`config.mk`:
```
export PLATFORM = sky130hd
export DESIGN_NAME = starter_input_qualifier_relay_router
export DESIGN_NICKNAME = d
export VERILOG_FILES = /design/src/rtl/siqrr_pkg.sv /design/src/rtl/starter_input_qualifier_relay_router.sv
export VERILOG_INCLUDE_DIRS = /design/src /design/src/rtl
export SDC_FILE = /design/constraint.sdc
export NUM_CORES = 1
export LEC_CHECK = 0
export BUFFER_PORTS_ARGS = -buffer_cell sky130_fd_sc_hd__buf_4
export CORE_ASPECT_RATIO = 0.5
export CORE_MARGIN = 1
export CORE_UTILIZATION = 45
export DETAILED_ROUTE_END_ITERATION = 16
export PLACE_DENSITY = 0.7
export SLEW_MARGIN = 20
export SYNTH_ARGS = -nofsm -noshare
export SYNTH_HDL_FRONTEND = slang
export SYNTH_SLANG_ARGS = --single-unit
```
`constraint.sdc`:
```
create_clock -name clk -period 6.2 [get_ports clk]
set_clock_uncertainty 0.15 [all_clocks]
set_input_delay 1.24 -clock clk [delete_from_list [all_inputs] [get_ports clk]]
set_output_delay 1.24 -clock clk [all_outputs]
set_load 0.05 [all_outputs]
```
`src/rtl/assert_macros.svh`:
```
`ifndef ASSERT_MACROS_SVH
`define ASSERT_MACROS_SVH

// same-cycle implication, checked out of reset
`define ASSERT_IMPL(label, ante, cons, msg) \
    label: assert property (@(posedge clk) disable iff (!rst_n) (ante) |-> (cons)) \
        else $error(msg);

// next-cycle implication, checked out of reset
`define ASSERT_NEXT(label, ante, cons, msg) \
    label: assert property (@(posedge clk) disable iff (!rst_n) (ante) |=> (cons)) \
        else $error(msg);

`endif

```
`src/rtl/siqrr_pkg.sv`:
```
package siqrr_pkg;

    localparam int NUM_LEVELS = 6;
    localparam int NUM_RELAYS = 4;

    // debounced level slots
    localparam int LVL_READY    = 0;
    localparam int LVL_RUN      = 1;
    localparam int LVL_SPARE    = 2;
    localparam int LVL_RESET    = 3;
    localparam int LVL_LOCAL    = 4;
    localparam int LVL_FEEDBACK = 5;

    localparam logic [3:0] LVL_LIMIT [NUM_LEVELS] = '{4'd5, 4'd10, 4'd5, 4'd5, 4'd5, 4'd2};

    localparam logic [3:0] PRESS_LIMIT      = 4'd10;
    localparam logic [3:0] SINGLE_LIMIT     = 4'd5;
    localparam logic [3:0] START_HOLD_LIMIT = 4'd5;
    localparam logic [3:0] STOP_HOLD_LIMIT  = 4'd10;
    localparam logic [4:0] PULSE_LIMIT      = 5'd20;

    localparam logic [7:0] STEP_START   = 8'd1;
    localparam logic [7:0] STEP_STOP_LO = 8'd3;
    localparam logic [7:0] STEP_STOP_HI = 8'd10;

    // configuration register indexes
    localparam logic [2:0] CFG_SINGLE_MODE = 3'd0;
    localparam logic [2:0] CFG_RESET_EN    = 3'd1;
    localparam logic [2:0] CFG_RELAY_A     = 3'd2;
    localparam logic [2:0] CFG_RELAY_B     = 3'd3;
    localparam logic [2:0] CFG_RELAY_C     = 3'd4;
    localparam logic [2:0] CFG_RELAY_D     = 3'd5;

    typedef struct packed {
        logic                  start_pin;
        logic                  stop_pin;
        logic [NUM_LEVELS-1:0] level_pins;
        logic [7:0]            sequence_step;
        logic [3:0]            relay_sources;
        logic                  close_pulse_request;
        logic                  open_pulse_request;
    } in_item_t;

endpackage

```
`src/rtl/starter_input_qualifier_relay_router.sv`:
```
// an accepted item's result is registered in the output register; throughput: one
// item per cycle while out_stall is low; an item sits in the input register while
// the result register drains, and all per-tick work is one pass between the two
// reset (rst_n low, asynchronous): all counters, flags, relay levels and
// configuration registers clear to zero, and both item registers are empty
`include "assert_macros.svh"

module starter_input_qualifier_relay_router
    import siqrr_pkg::*;
(
    input  logic       clk,
    input  logic       rst_n,

    input  logic       cfg_we,
    input  logic [2:0] cfg_index,
    input  logic [2:0] cfg_data,

    input  logic       in_valid,
    output logic       in_stall,
    input  logic       start_pin,
    input  logic       stop_pin,
    input  logic       ready_pin,
    input  logic       run_check_pin,
    input  logic       spare_pin,
    input  logic       reset_pin,
    input  logic       local_remote_pin,
    input  logic       contactor_feedback_pin,
    input  logic [7:0] sequence_step,
    input  logic [3:0] relay_sources,
    input  logic       close_pulse_request,
    input  logic       open_pulse_request,

    output logic       out_valid,
    input  logic       out_stall,
    output logic       start_command,
    output logic       stop_command,
    output logic       ready_level,
    output logic       run_check_level,
    output logic       spare_level,
    output logic       reset_command,
    output logic       local_remote_level,
    output logic       contactor_feedback_level,
    output logic       relay_a,
    output logic       relay_b,
    output logic       relay_c,
    output logic       relay_d
);

    // configuration
    logic       single_mode_reg;
    logic       reset_en_reg;
    logic [2:0] relay_sel_reg [NUM_RELAYS];

    // item registers
    logic     in_valid_reg;
    in_item_t item_reg;
    logic     out_valid_reg;
    logic     advance;

    // tick state
    logic [3:0] start_press_reg, start_press_next;
    logic [3:0] stop_press_reg, stop_press_next;
    logic [3:0] single_start_reg, single_start_next;
    logic [3:0] single_stop_reg, single_stop_next;
    logic [3:0] single_start_hold_reg, single_start_hold_next;
    logic [3:0] single_stop_hold_reg, single_stop_hold_next;
    logic [3:0] start_hold_reg, start_hold_next;
    logic [3:0] stop_hold_reg, stop_hold_next;
    logic [3:0] lvl_low_reg [NUM_LEVELS];
    logic [3:0] lvl_low_next [NUM_LEVELS];
    logic [3:0] lvl_high_reg [NUM_LEVELS];
    logic [3:0] lvl_high_next [NUM_LEVELS];
    logic [NUM_LEVELS-1:0] lvl_flag_reg, lvl_flag_next;
    logic start_flag_reg, start_flag_next;
    logic stop_flag_reg, stop_flag_next;
    logic close_flag_reg, close_flag_next;
    logic open_flag_reg, open_flag_next;
    logic [4:0] close_cnt_reg, close_cnt_next;
    logic [4:0] open_cnt_reg, open_cnt_next;
    logic [NUM_RELAYS-1:0] relay_reg, relay_next;

    logic       start_low;
    logic       stop_low;
    logic       src_ready;
    logic       src_start;
    logic       src_alarm;
    logic       src_trip;
    logic       run_now;
    logic [7:0] relay_src [NUM_RELAYS];
    logic       ready_saturated;

    assign advance  = in_valid_reg && (!out_valid_reg || !out_stall);
    assign in_stall = in_valid_reg && !advance;

    always_ff @(posedge clk or negedge rst_n)
    begin
        if (!rst_n)
        begin
            single_mode_reg <= 1'b0;
            reset_en_reg    <= 1'b0;
            for (int r = 0; r < NUM_RELAYS; r++)
            begin
                relay_sel_reg[r] <= 3'd0;
            end
        end
        else if (cfg_we)
        begin
            unique case (cfg_index)
                CFG_SINGLE_MODE: single_mode_reg  <= cfg_data[0];
                CFG_RESET_EN:    reset_en_reg     <= cfg_data[0];
                CFG_RELAY_A:     relay_sel_reg[0] <= cfg_data;
                CFG_RELAY_B:     relay_sel_reg[1] <= cfg_data;
                CFG_RELAY_C:     relay_sel_reg[2] <= cfg_data;
                CFG_RELAY_D:     relay_sel_reg[3] <= cfg_data;
                default:         ;
            endcase
        end
    end

    always_ff @(posedge clk or negedge rst_n)
    begin
        if (!rst_n)
        begin
            in_valid_reg  <= 1'b0;
            out_valid_reg <= 1'b0;
        end
        else
        begin
            if (!in_stall)
            begin
                in_valid_reg <= in_valid;
            end
            if (advance)
            begin
                out_valid_reg <= 1'b1;
            end
            else if (!out_stall)
            begin
                out_valid_reg <= 1'b0;
            end
        end
    end

    always_ff @(posedge clk)
    begin
        if (in_valid && !in_stall)
        begin
            item_reg.start_pin           <= start_pin;
            item_reg.stop_pin            <= stop_pin;
            item_reg.level_pins          <= {contactor_feedback_pin, local_remote_pin, reset_pin,
                                             spare_pin, run_check_pin, ready_pin};
            item_reg.sequence_step       <= sequence_step;
            item_reg.relay_sources       <= relay_sources;
            item_reg.close_pulse_request <= close_pulse_request;
            item_reg.open_pulse_request  <= open_pulse_request;
        end
    end

    // one tick of the qualifier
    always_comb
    begin
        start_press_next       = start_press_reg;
        stop_press_next        = stop_press_reg;
        single_start_next      = single_start_reg;
        single_stop_next       = single_stop_reg;
        single_start_hold_next = single_start_hold_reg;
        single_stop_hold_next  = single_stop_hold_reg;
        start_hold_next        = start_hold_reg;
        stop_hold_next         = stop_hold_reg;
        lvl_low_next           = lvl_low_reg;
        lvl_high_next          = lvl_high_reg;
        lvl_flag_next          = lvl_flag_reg;
        start_flag_next        = start_flag_reg;
        stop_flag_next         = stop_flag_reg;
        close_flag_next        = close_flag_reg | item_reg.close_pulse_request;
        open_flag_next         = open_flag_reg | item_reg.open_pulse_request;
        close_cnt_next         = close_cnt_reg;
        open_cnt_next          = open_cnt_reg;

        start_low = !item_reg.start_pin;
        stop_low  = !item_reg.stop_pin;

        if (!single_mode_reg)
        begin
            if (start_low)
            begin
                start_hold_next  = 4'd0;
                start_press_next = start_press_next + 4'd1;
                if (start_press_next > PRESS_LIMIT)
                begin
                    start_press_next = 4'd0;
                    start_flag_next  = 1'b1;
                    stop_flag_next   = 1'b0;
                end
            end
            else
            begin
                start_press_next = 4'd0;
            end
            if (stop_low)
            begin
                stop_hold_next  = 4'd0;
                stop_press_next = stop_press_next + 4'd1;
                if (stop_press_next > PRESS_LIMIT)
                begin
                    stop_press_next = 4'd0;
                    stop_flag_next  = 1'b1;
                    start_flag_next = 1'b0;
                end
            end
            else
            begin
                stop_press_next = 4'd0;
            end
        end
        else
        begin
            if (start_low && item_reg.sequence_step == STEP_START)
            begin
                single_start_next = single_start_next + 4'd1;
                if (single_start_next > SINGLE_LIMIT)
                begin
                    single_start_next = 4'd0;
                    start_flag_next   = 1'b1;
                    stop_flag_next    = 1'b0;
                end
            end
            else
            begin
                single_start_next = 4'd0;
            end
            if (!start_low && item_reg.sequence_step >= STEP_STOP_LO &&
                item_reg.sequence_step <= STEP_STOP_HI)
            begin
                single_stop_next = single_stop_next + 4'd1;
                if (single_stop_next > SINGLE_LIMIT)
                begin
                    single_stop_next = 4'd0;
                    stop_flag_next   = 1'b1;
                    start_flag_next  = 1'b0;
                end
            end
            else
            begin
                single_stop_next = 4'd0;
            end
            if (start_flag_next)
            begin
                single_start_next      = 4'd0;
                single_start_hold_next = single_start_hold_next + 4'd1;
                if (single_start_hold_next > SINGLE_LIMIT)
                begin
                    single_start_hold_next = 4'd0;
                    start_flag_next        = 1'b0;
                end
            end
            if (stop_flag_next)
            begin
                single_stop_next      = 4'd0;
                single_stop_hold_next = single_stop_hold_next + 4'd1;
                if (single_stop_hold_next > SINGLE_LIMIT)
                begin
                    single_stop_hold_next = 4'd0;
                    stop_flag_next        = 1'b0;
                end
            end
        end

        // pulse self-clear
        if (start_flag_next)
        begin
            start_press_next = 4'd0;
            start_hold_next  = start_hold_next + 4'd1;
            if (start_hold_next > START_HOLD_LIMIT)
            begin
                start_hold_next = 4'd0;
                start_flag_next = 1'b0;
            end
        end
        if (stop_flag_next)
        begin
            stop_press_next = 4'd0;
            stop_hold_next  = stop_hold_next + 4'd1;
            if (stop_hold_next > STOP_HOLD_LIMIT)
            begin
                stop_hold_next = 4'd0;
                stop_flag_next = 1'b0;
            end
        end

        // symmetric debounce, reset slot frozen unless enabled
        for (int i = 0; i < NUM_LEVELS; i++)
        begin
            if (i != LVL_RESET || reset_en_reg)
            begin
                if (!item_reg.level_pins[i])
                begin
                    lvl_high_next[i] = 4'd0;
                    lvl_low_next[i]  = lvl_low_reg[i] + 4'd1;
                    if (lvl_low_next[i] > LVL_LIMIT[i])
                    begin
                        lvl_low_next[i]  = LVL_LIMIT[i] + 4'd1;
                        lvl_flag_next[i] = 1'b1;
                    end
                end
                else
                begin
                    lvl_low_next[i]  = 4'd0;
                    lvl_high_next[i] = lvl_high_reg[i] + 4'd1;
                    if (lvl_high_next[i] > LVL_LIMIT[i])
                    begin
                        lvl_high_next[i] = LVL_LIMIT[i] + 4'd1;
                        lvl_flag_next[i] = 1'b0;
                    end
                end
            end
        end

        // stop wins
        if (stop_flag_next)
        begin
            start_flag_next = 1'b0;
        end

        // relay routing, top entry of each source list is the hold code
        src_ready = item_reg.relay_sources[0];
        src_start = item_reg.relay_sources[1];
        src_alarm = item_reg.relay_sources[2];
        src_trip  = item_reg.relay_sources[3];
        run_now   = lvl_flag_next[LVL_RUN];
        relay_src[0] = {relay_reg[0], open_flag_next, close_flag_next, src_trip, src_alarm,
                        run_now, src_start, src_ready};
        relay_src[1] = {relay_reg[1], open_flag_next, close_flag_next, src_trip, run_now,
                        src_start, src_ready, src_alarm};
        relay_src[2] = {relay_reg[2], open_flag_next, close_flag_next, src_alarm, run_now,
                        src_start, src_ready, src_trip};
        relay_src[3] = {relay_reg[3], open_flag_next, close_flag_next, src_trip, src_alarm,
                        src_start, src_ready, run_now};
        for (int r = 0; r < NUM_RELAYS; r++)
        begin
            relay_next[r] = relay_src[r][relay_sel_reg[r]];
        end

        // contactor pulse auto-clear
        if (close_flag_next)
        begin
            close_cnt_next = close_cnt_reg + 5'd1;
            if (close_cnt_next > PULSE_LIMIT)
            begin
                close_cnt_next  = 5'd0;
                close_flag_next = 1'b0;
            end
        end
        if (open_flag_next)
        begin
            open_cnt_next = open_cnt_reg + 5'd1;
            if (open_cnt_next > PULSE_LIMIT)
            begin
                open_cnt_next  = 5'd0;
                open_flag_next = 1'b0;
            end
        end
    end

    // tick state doubles as the result register
    always_ff @(posedge clk or negedge rst_n)
    begin
        if (!rst_n)
        begin
            start_press_reg       <= 4'd0;
            stop_press_reg        <= 4'd0;
            single_start_reg      <= 4'd0;
            single_stop_reg       <= 4'd0;
            single_start_hold_reg <= 4'd0;
            single_stop_hold_reg  <= 4'd0;
            start_hold_reg        <= 4'd0;
            stop_hold_reg         <= 4'd0;
            for (int i = 0; i < NUM_LEVELS; i++)
            begin
                lvl_low_reg[i]  <= 4'd0;
                lvl_high_reg[i] <= 4'd0;
            end
            lvl_flag_reg   <= '0;
            start_flag_reg <= 1'b0;
            stop_flag_reg  <= 1'b0;
            close_flag_reg <= 1'b0;
            open_flag_reg  <= 1'b0;
            close_cnt_reg  <= 5'd0;
            open_cnt_reg   <= 5'd0;
            relay_reg      <= '0;
        end
        else if (advance)
        begin
            start_press_reg       <= start_press_next;
            stop_press_reg        <= stop_press_next;
            single_start_reg      <= single_start_next;
            single_stop_reg       <= single_stop_next;
            single_start_hold_reg <= single_start_hold_next;
            single_stop_hold_reg  <= single_stop_hold_next;
            start_hold_reg        <= start_hold_next;
            stop_hold_reg         <= stop_hold_next;
            lvl_low_reg           <= lvl_low_next;
            lvl_high_reg          <= lvl_high_next;
            lvl_flag_reg          <= lvl_flag_next;
            start_flag_reg        <= start_flag_next;
            stop_flag_reg         <= stop_flag_next;
            close_flag_reg        <= close_flag_next;
            open_flag_reg         <= open_flag_next;
            close_cnt_reg         <= close_cnt_next;
            open_cnt_reg          <= open_cnt_next;
            relay_reg             <= relay_next;
        end
    end

    assign out_valid                = out_valid_reg;
    assign start_command            = start_flag_reg;
    assign stop_command             = stop_flag_reg;
    assign ready_level              = lvl_flag_reg[LVL_READY];
    assign run_check_level          = lvl_flag_reg[LVL_RUN];
    assign spare_level              = lvl_flag_reg[LVL_SPARE];
    assign reset_command            = lvl_flag_reg[LVL_RESET];
    assign local_remote_level       = lvl_flag_reg[LVL_LOCAL];
    assign contactor_feedback_level = lvl_flag_reg[LVL_FEEDBACK];
    assign relay_a                  = relay_reg[0];
    assign relay_b                  = relay_reg[1];
    assign relay_c                  = relay_reg[2];
    assign relay_d                  = relay_reg[3];

    assign ready_saturated = (lvl_low_reg[LVL_READY] == LVL_LIMIT[LVL_READY] + 4'd1);

    `ASSERT_IMPL(a_stop_wins, stop_flag_reg, !start_flag_reg, "start and stop both set")
    `ASSERT_IMPL(a_close_cnt_flag, close_cnt_reg != 5'd0, close_flag_reg, "close count no flag")
    `ASSERT_NEXT(a_advance_result, advance, out_valid_reg, "item advanced but no result held")
    `ASSERT_IMPL(a_ready_rise, $rose(ready_level), ready_saturated, "ready rose too early")

endmodule

```
==> flow_summary.json <==
{
  "outcome": "complete, no violations",
  "synth_nets": 870,
  "max_freq_mhz": 313,
  "die-height_um": 95.3,
  "drv_cap": 0,
  "nNetsFinal": 919,
  "antenna_found_initial": 0,
  "regArea_um2": 3660,
  "critPathRequiredTime_ns": 6.40,
  "rows": 33,
  "grt_pass1_vias": 5873,
  "multiInputGateArea_um2": 3910,
  "synth_ff_type": "dfrtp_1",
  "cts_tree": "done",
  "holdPathStages": 2,
  "via_count": 6021,
  "synth_async_sr_flop_share_pct": 84.5,
  "viasPerCell": 5.61,
  "fillerInstances": 1473,
  "wire_per_inst_um": 15.1,
  "ios": 47,
  "grt_max_degree": 79,
  "criticalPathCategory": "in2reg",
  "die_area_um2": 18000,
  "synth_enable_flop_cells": 22,
  "tns_ns": 0,
  "grt_usage_pct": 19.5,
  "cts_buffers": 17,
  "post-place-cells": 1042,
  "slew_violations": 0,
  "whs_ns": 0.352,
  "drtAntennaViolNets": 0,
  "final_cell_area_um2": 9070,
  "yosys.area.top_type": "dfrtp_1",
  "portBuffers": 46,
  "layout_common_cells": "dfrtp_1, o21ai_0, nand2_1",
  "dr.pass1.iters": 5,
  "ys_seq_elements": 142,
  "clk_latency_ns": 0.41,
  "finalSetupViolCount": 0,
  "yosys_warnings": 0,
  "hold_viol": 0,
  "yosys.area.top_type_share_pct": 38.3,
  "hold_buffers": 0,
  "area_growth_pct": 15.7,
  "synth_area_per_cell_um2": 9.99,
  "grt_pass1_wl_um": 28000,
  "die_w_um": 189,
  "use_met1_pct": 24.1,
  "grt_overflow": 0,
  "critPathMaxFanout": 50,
  "endpoint_kind": "register",
  "p_leak_nw": 3.97,
  "post-dp-hpwl_um": 10800,
  "arrival_ns": 3.40,
  "dr.first_iter.drc_count": 380,
  "synth_cell_type_count": 72,
  "grtUsageMet2_pct": 34.4,
  "synthCells": 785,
  "rr_worst_depth": 7,
  "cp-start-kind": "input pin",
  "htree_levels": 4,
  "slew-limit-headroom_pct": 39.5,
  "cts_sinks": 142,
  "p_per_area_nw_per_um2": 383,
  "timing.final.crit_share_pct": 51.5,
  "fin_crit_ns": 3.20,
  "max-clock-path-buffers": 2,
  "globalplace.congestion": 0.864,
  "drive_gt1_share_pct": 13.8,
  "n_antenna_cell": 0,
  "tightest_slew_ns": 0.899,
  "cts_root_buffer": "clkbuf_16",
  "fin_cells": 1074,
  "yosys-top-cells-area": "dfrtp_1, edfxtp_1, ha_1",
  "design.core.area_um2": 16700,
  "rsz0062_at_grt": "no",
  "cts_resized": 0,
  "drc_errors": 0,
  "holdCritPathClass": "reg2reg",
  "top_usage_layer": "met2",
  "synth.cell_area_um2": 7840,
  "layout_commonest_cell": "dfrtp_1",
  "grtUsageMet3_pct": 4.56,
  "clkTransAtPathRegs_ns": 0.06,
  "dpl_cell_area_um2": 8430,
  "vdd_ir_drop_max_uv": 206,
  "synth-seq-area-share_pct": 46.7,
  "post_cts_buffers": 0,
  "drt-total-wl_um": 16200,
  "start_util_pct": 47.0
}
==> kinds of logic after synthesis <==
logic type | Yosys count | synth area share [%]
flip-flops | 142 | 46.7
buffers and inverters | 74 | 3.56
XOR/XNOR | 32 | 3.57
multiplexers | 24 | 3.30
AND/OR/NAND/NOR | 239 | 15.3
AO/OA/AOI/OAI | 222 | 19.2
adder cells (fa/ha/maj) | 52 | 8.30
==> cell type report <==
type                    instances  share of cell area [%]
clock inverters                15                    2.32
clock buffers                  17                    4.69
multi-input cells             569                    43.1
repair buffers                 50                    4.18
well taps                     227                    3.13
flip-flops and latches        142                    40.4
inverters                      54                    2.23
==> metal layers <==
layer / up-vias / wire [µm]
met5: - / 0
li1: 2938 / -
met2: 100 / 7990
met1: 2970 / 7570
met4: 0 / 129
met3: 13 / 502
==> worst paths after layout <==
| kind | start | to | slack, ns |
|---|---|---|---|
| min in group asynchronous | rst_n | single_stop_reg[2]$_DFFE_PN0P_ | 0.72 |
| worst min-delay path | close_flag_reg$_DFFE_PN0P_ | close_flag_reg$_DFFE_PN0P_ | 0.35 |
| max in group asynchronous | rst_n | lvl_high_reg[1]$_DFFE_PN0P_ | 4.13 |
| worst min register to register | close_flag_reg$_DFFE_PN0P_ | close_flag_reg$_DFFE_PN0P_ | 0.35 |
| worst max-delay path | out_stall | start_hold_reg[2]$_DFFE_PN0P_ | 3.00 |
| worst max register to register | start_press_reg[0]$_DFFE_PN0P_ | stop_hold_reg[1]$_DFFE_PN0P_ | 3.46 |
==> report_power, final <==
part	leakage [nW]	internal (mW)	total (mW)	switching, mW
combinational	1.91	0.412	0.982	0.570
sequential	1.75	1.15	1.39	0.245
clock	0.306	0.681	1.10	0.420
total	3.97	2.24	3.47	1.23
==> stage by stage <==
step	worst slack (ns)	total power, mW	utilization (%)
after global routing	2.91	3.72	54.4
after CTS	3.02	3.50	54.4
final	3.00	3.47	54.4
after global placement	2.62	2.32	50.6
after floorplan	3.13	2.10	-
after detailed placement	2.60	2.37	50.6
==> worst max-delay path: stages <==
cell and delay [ns]:
buf_4 0.13, a21boi_4 0.13, buf_4 0.46, nand2_1 0.41
or4b_2 0.69, o21ai_0 0.17, a22o_1 0.15
==> cell usage after synthesis, types with 6 or more instances <==
| cell | number |
|---|---|
| and3_1 | 6 |
| nor2b_1 | 16 |
| nand2_1 | 64 |
| mux2i_1 | 9 |
| a21oi_1 | 33 |
| o31ai_1 | 20 |
| o22ai_1 | 7 |
| inv_1 | 54 |
| dfrtp_1 | 120 |
| mux2_2 | 15 |
| ha_1 | 52 |
| clkbuf_1 | 14 |
| and2_1 | 20 |
| o41ai_1 | 7 |
| o22a_1 | 6 |
| nor2_1 | 52 |
| xor2_1 | 14 |
| nand3_1 | 36 |
| nand2b_1 | 6 |
| edfxtp_1 | 22 |
| xnor2_1 | 18 |
| o211ai_1 | 6 |
| a22o_1 | 6 |
| o21ai_0 | 74 |
| a31oi_1 | 7 |
| a21o_1 | 9 |
Power figures use the tool's default switching activity.
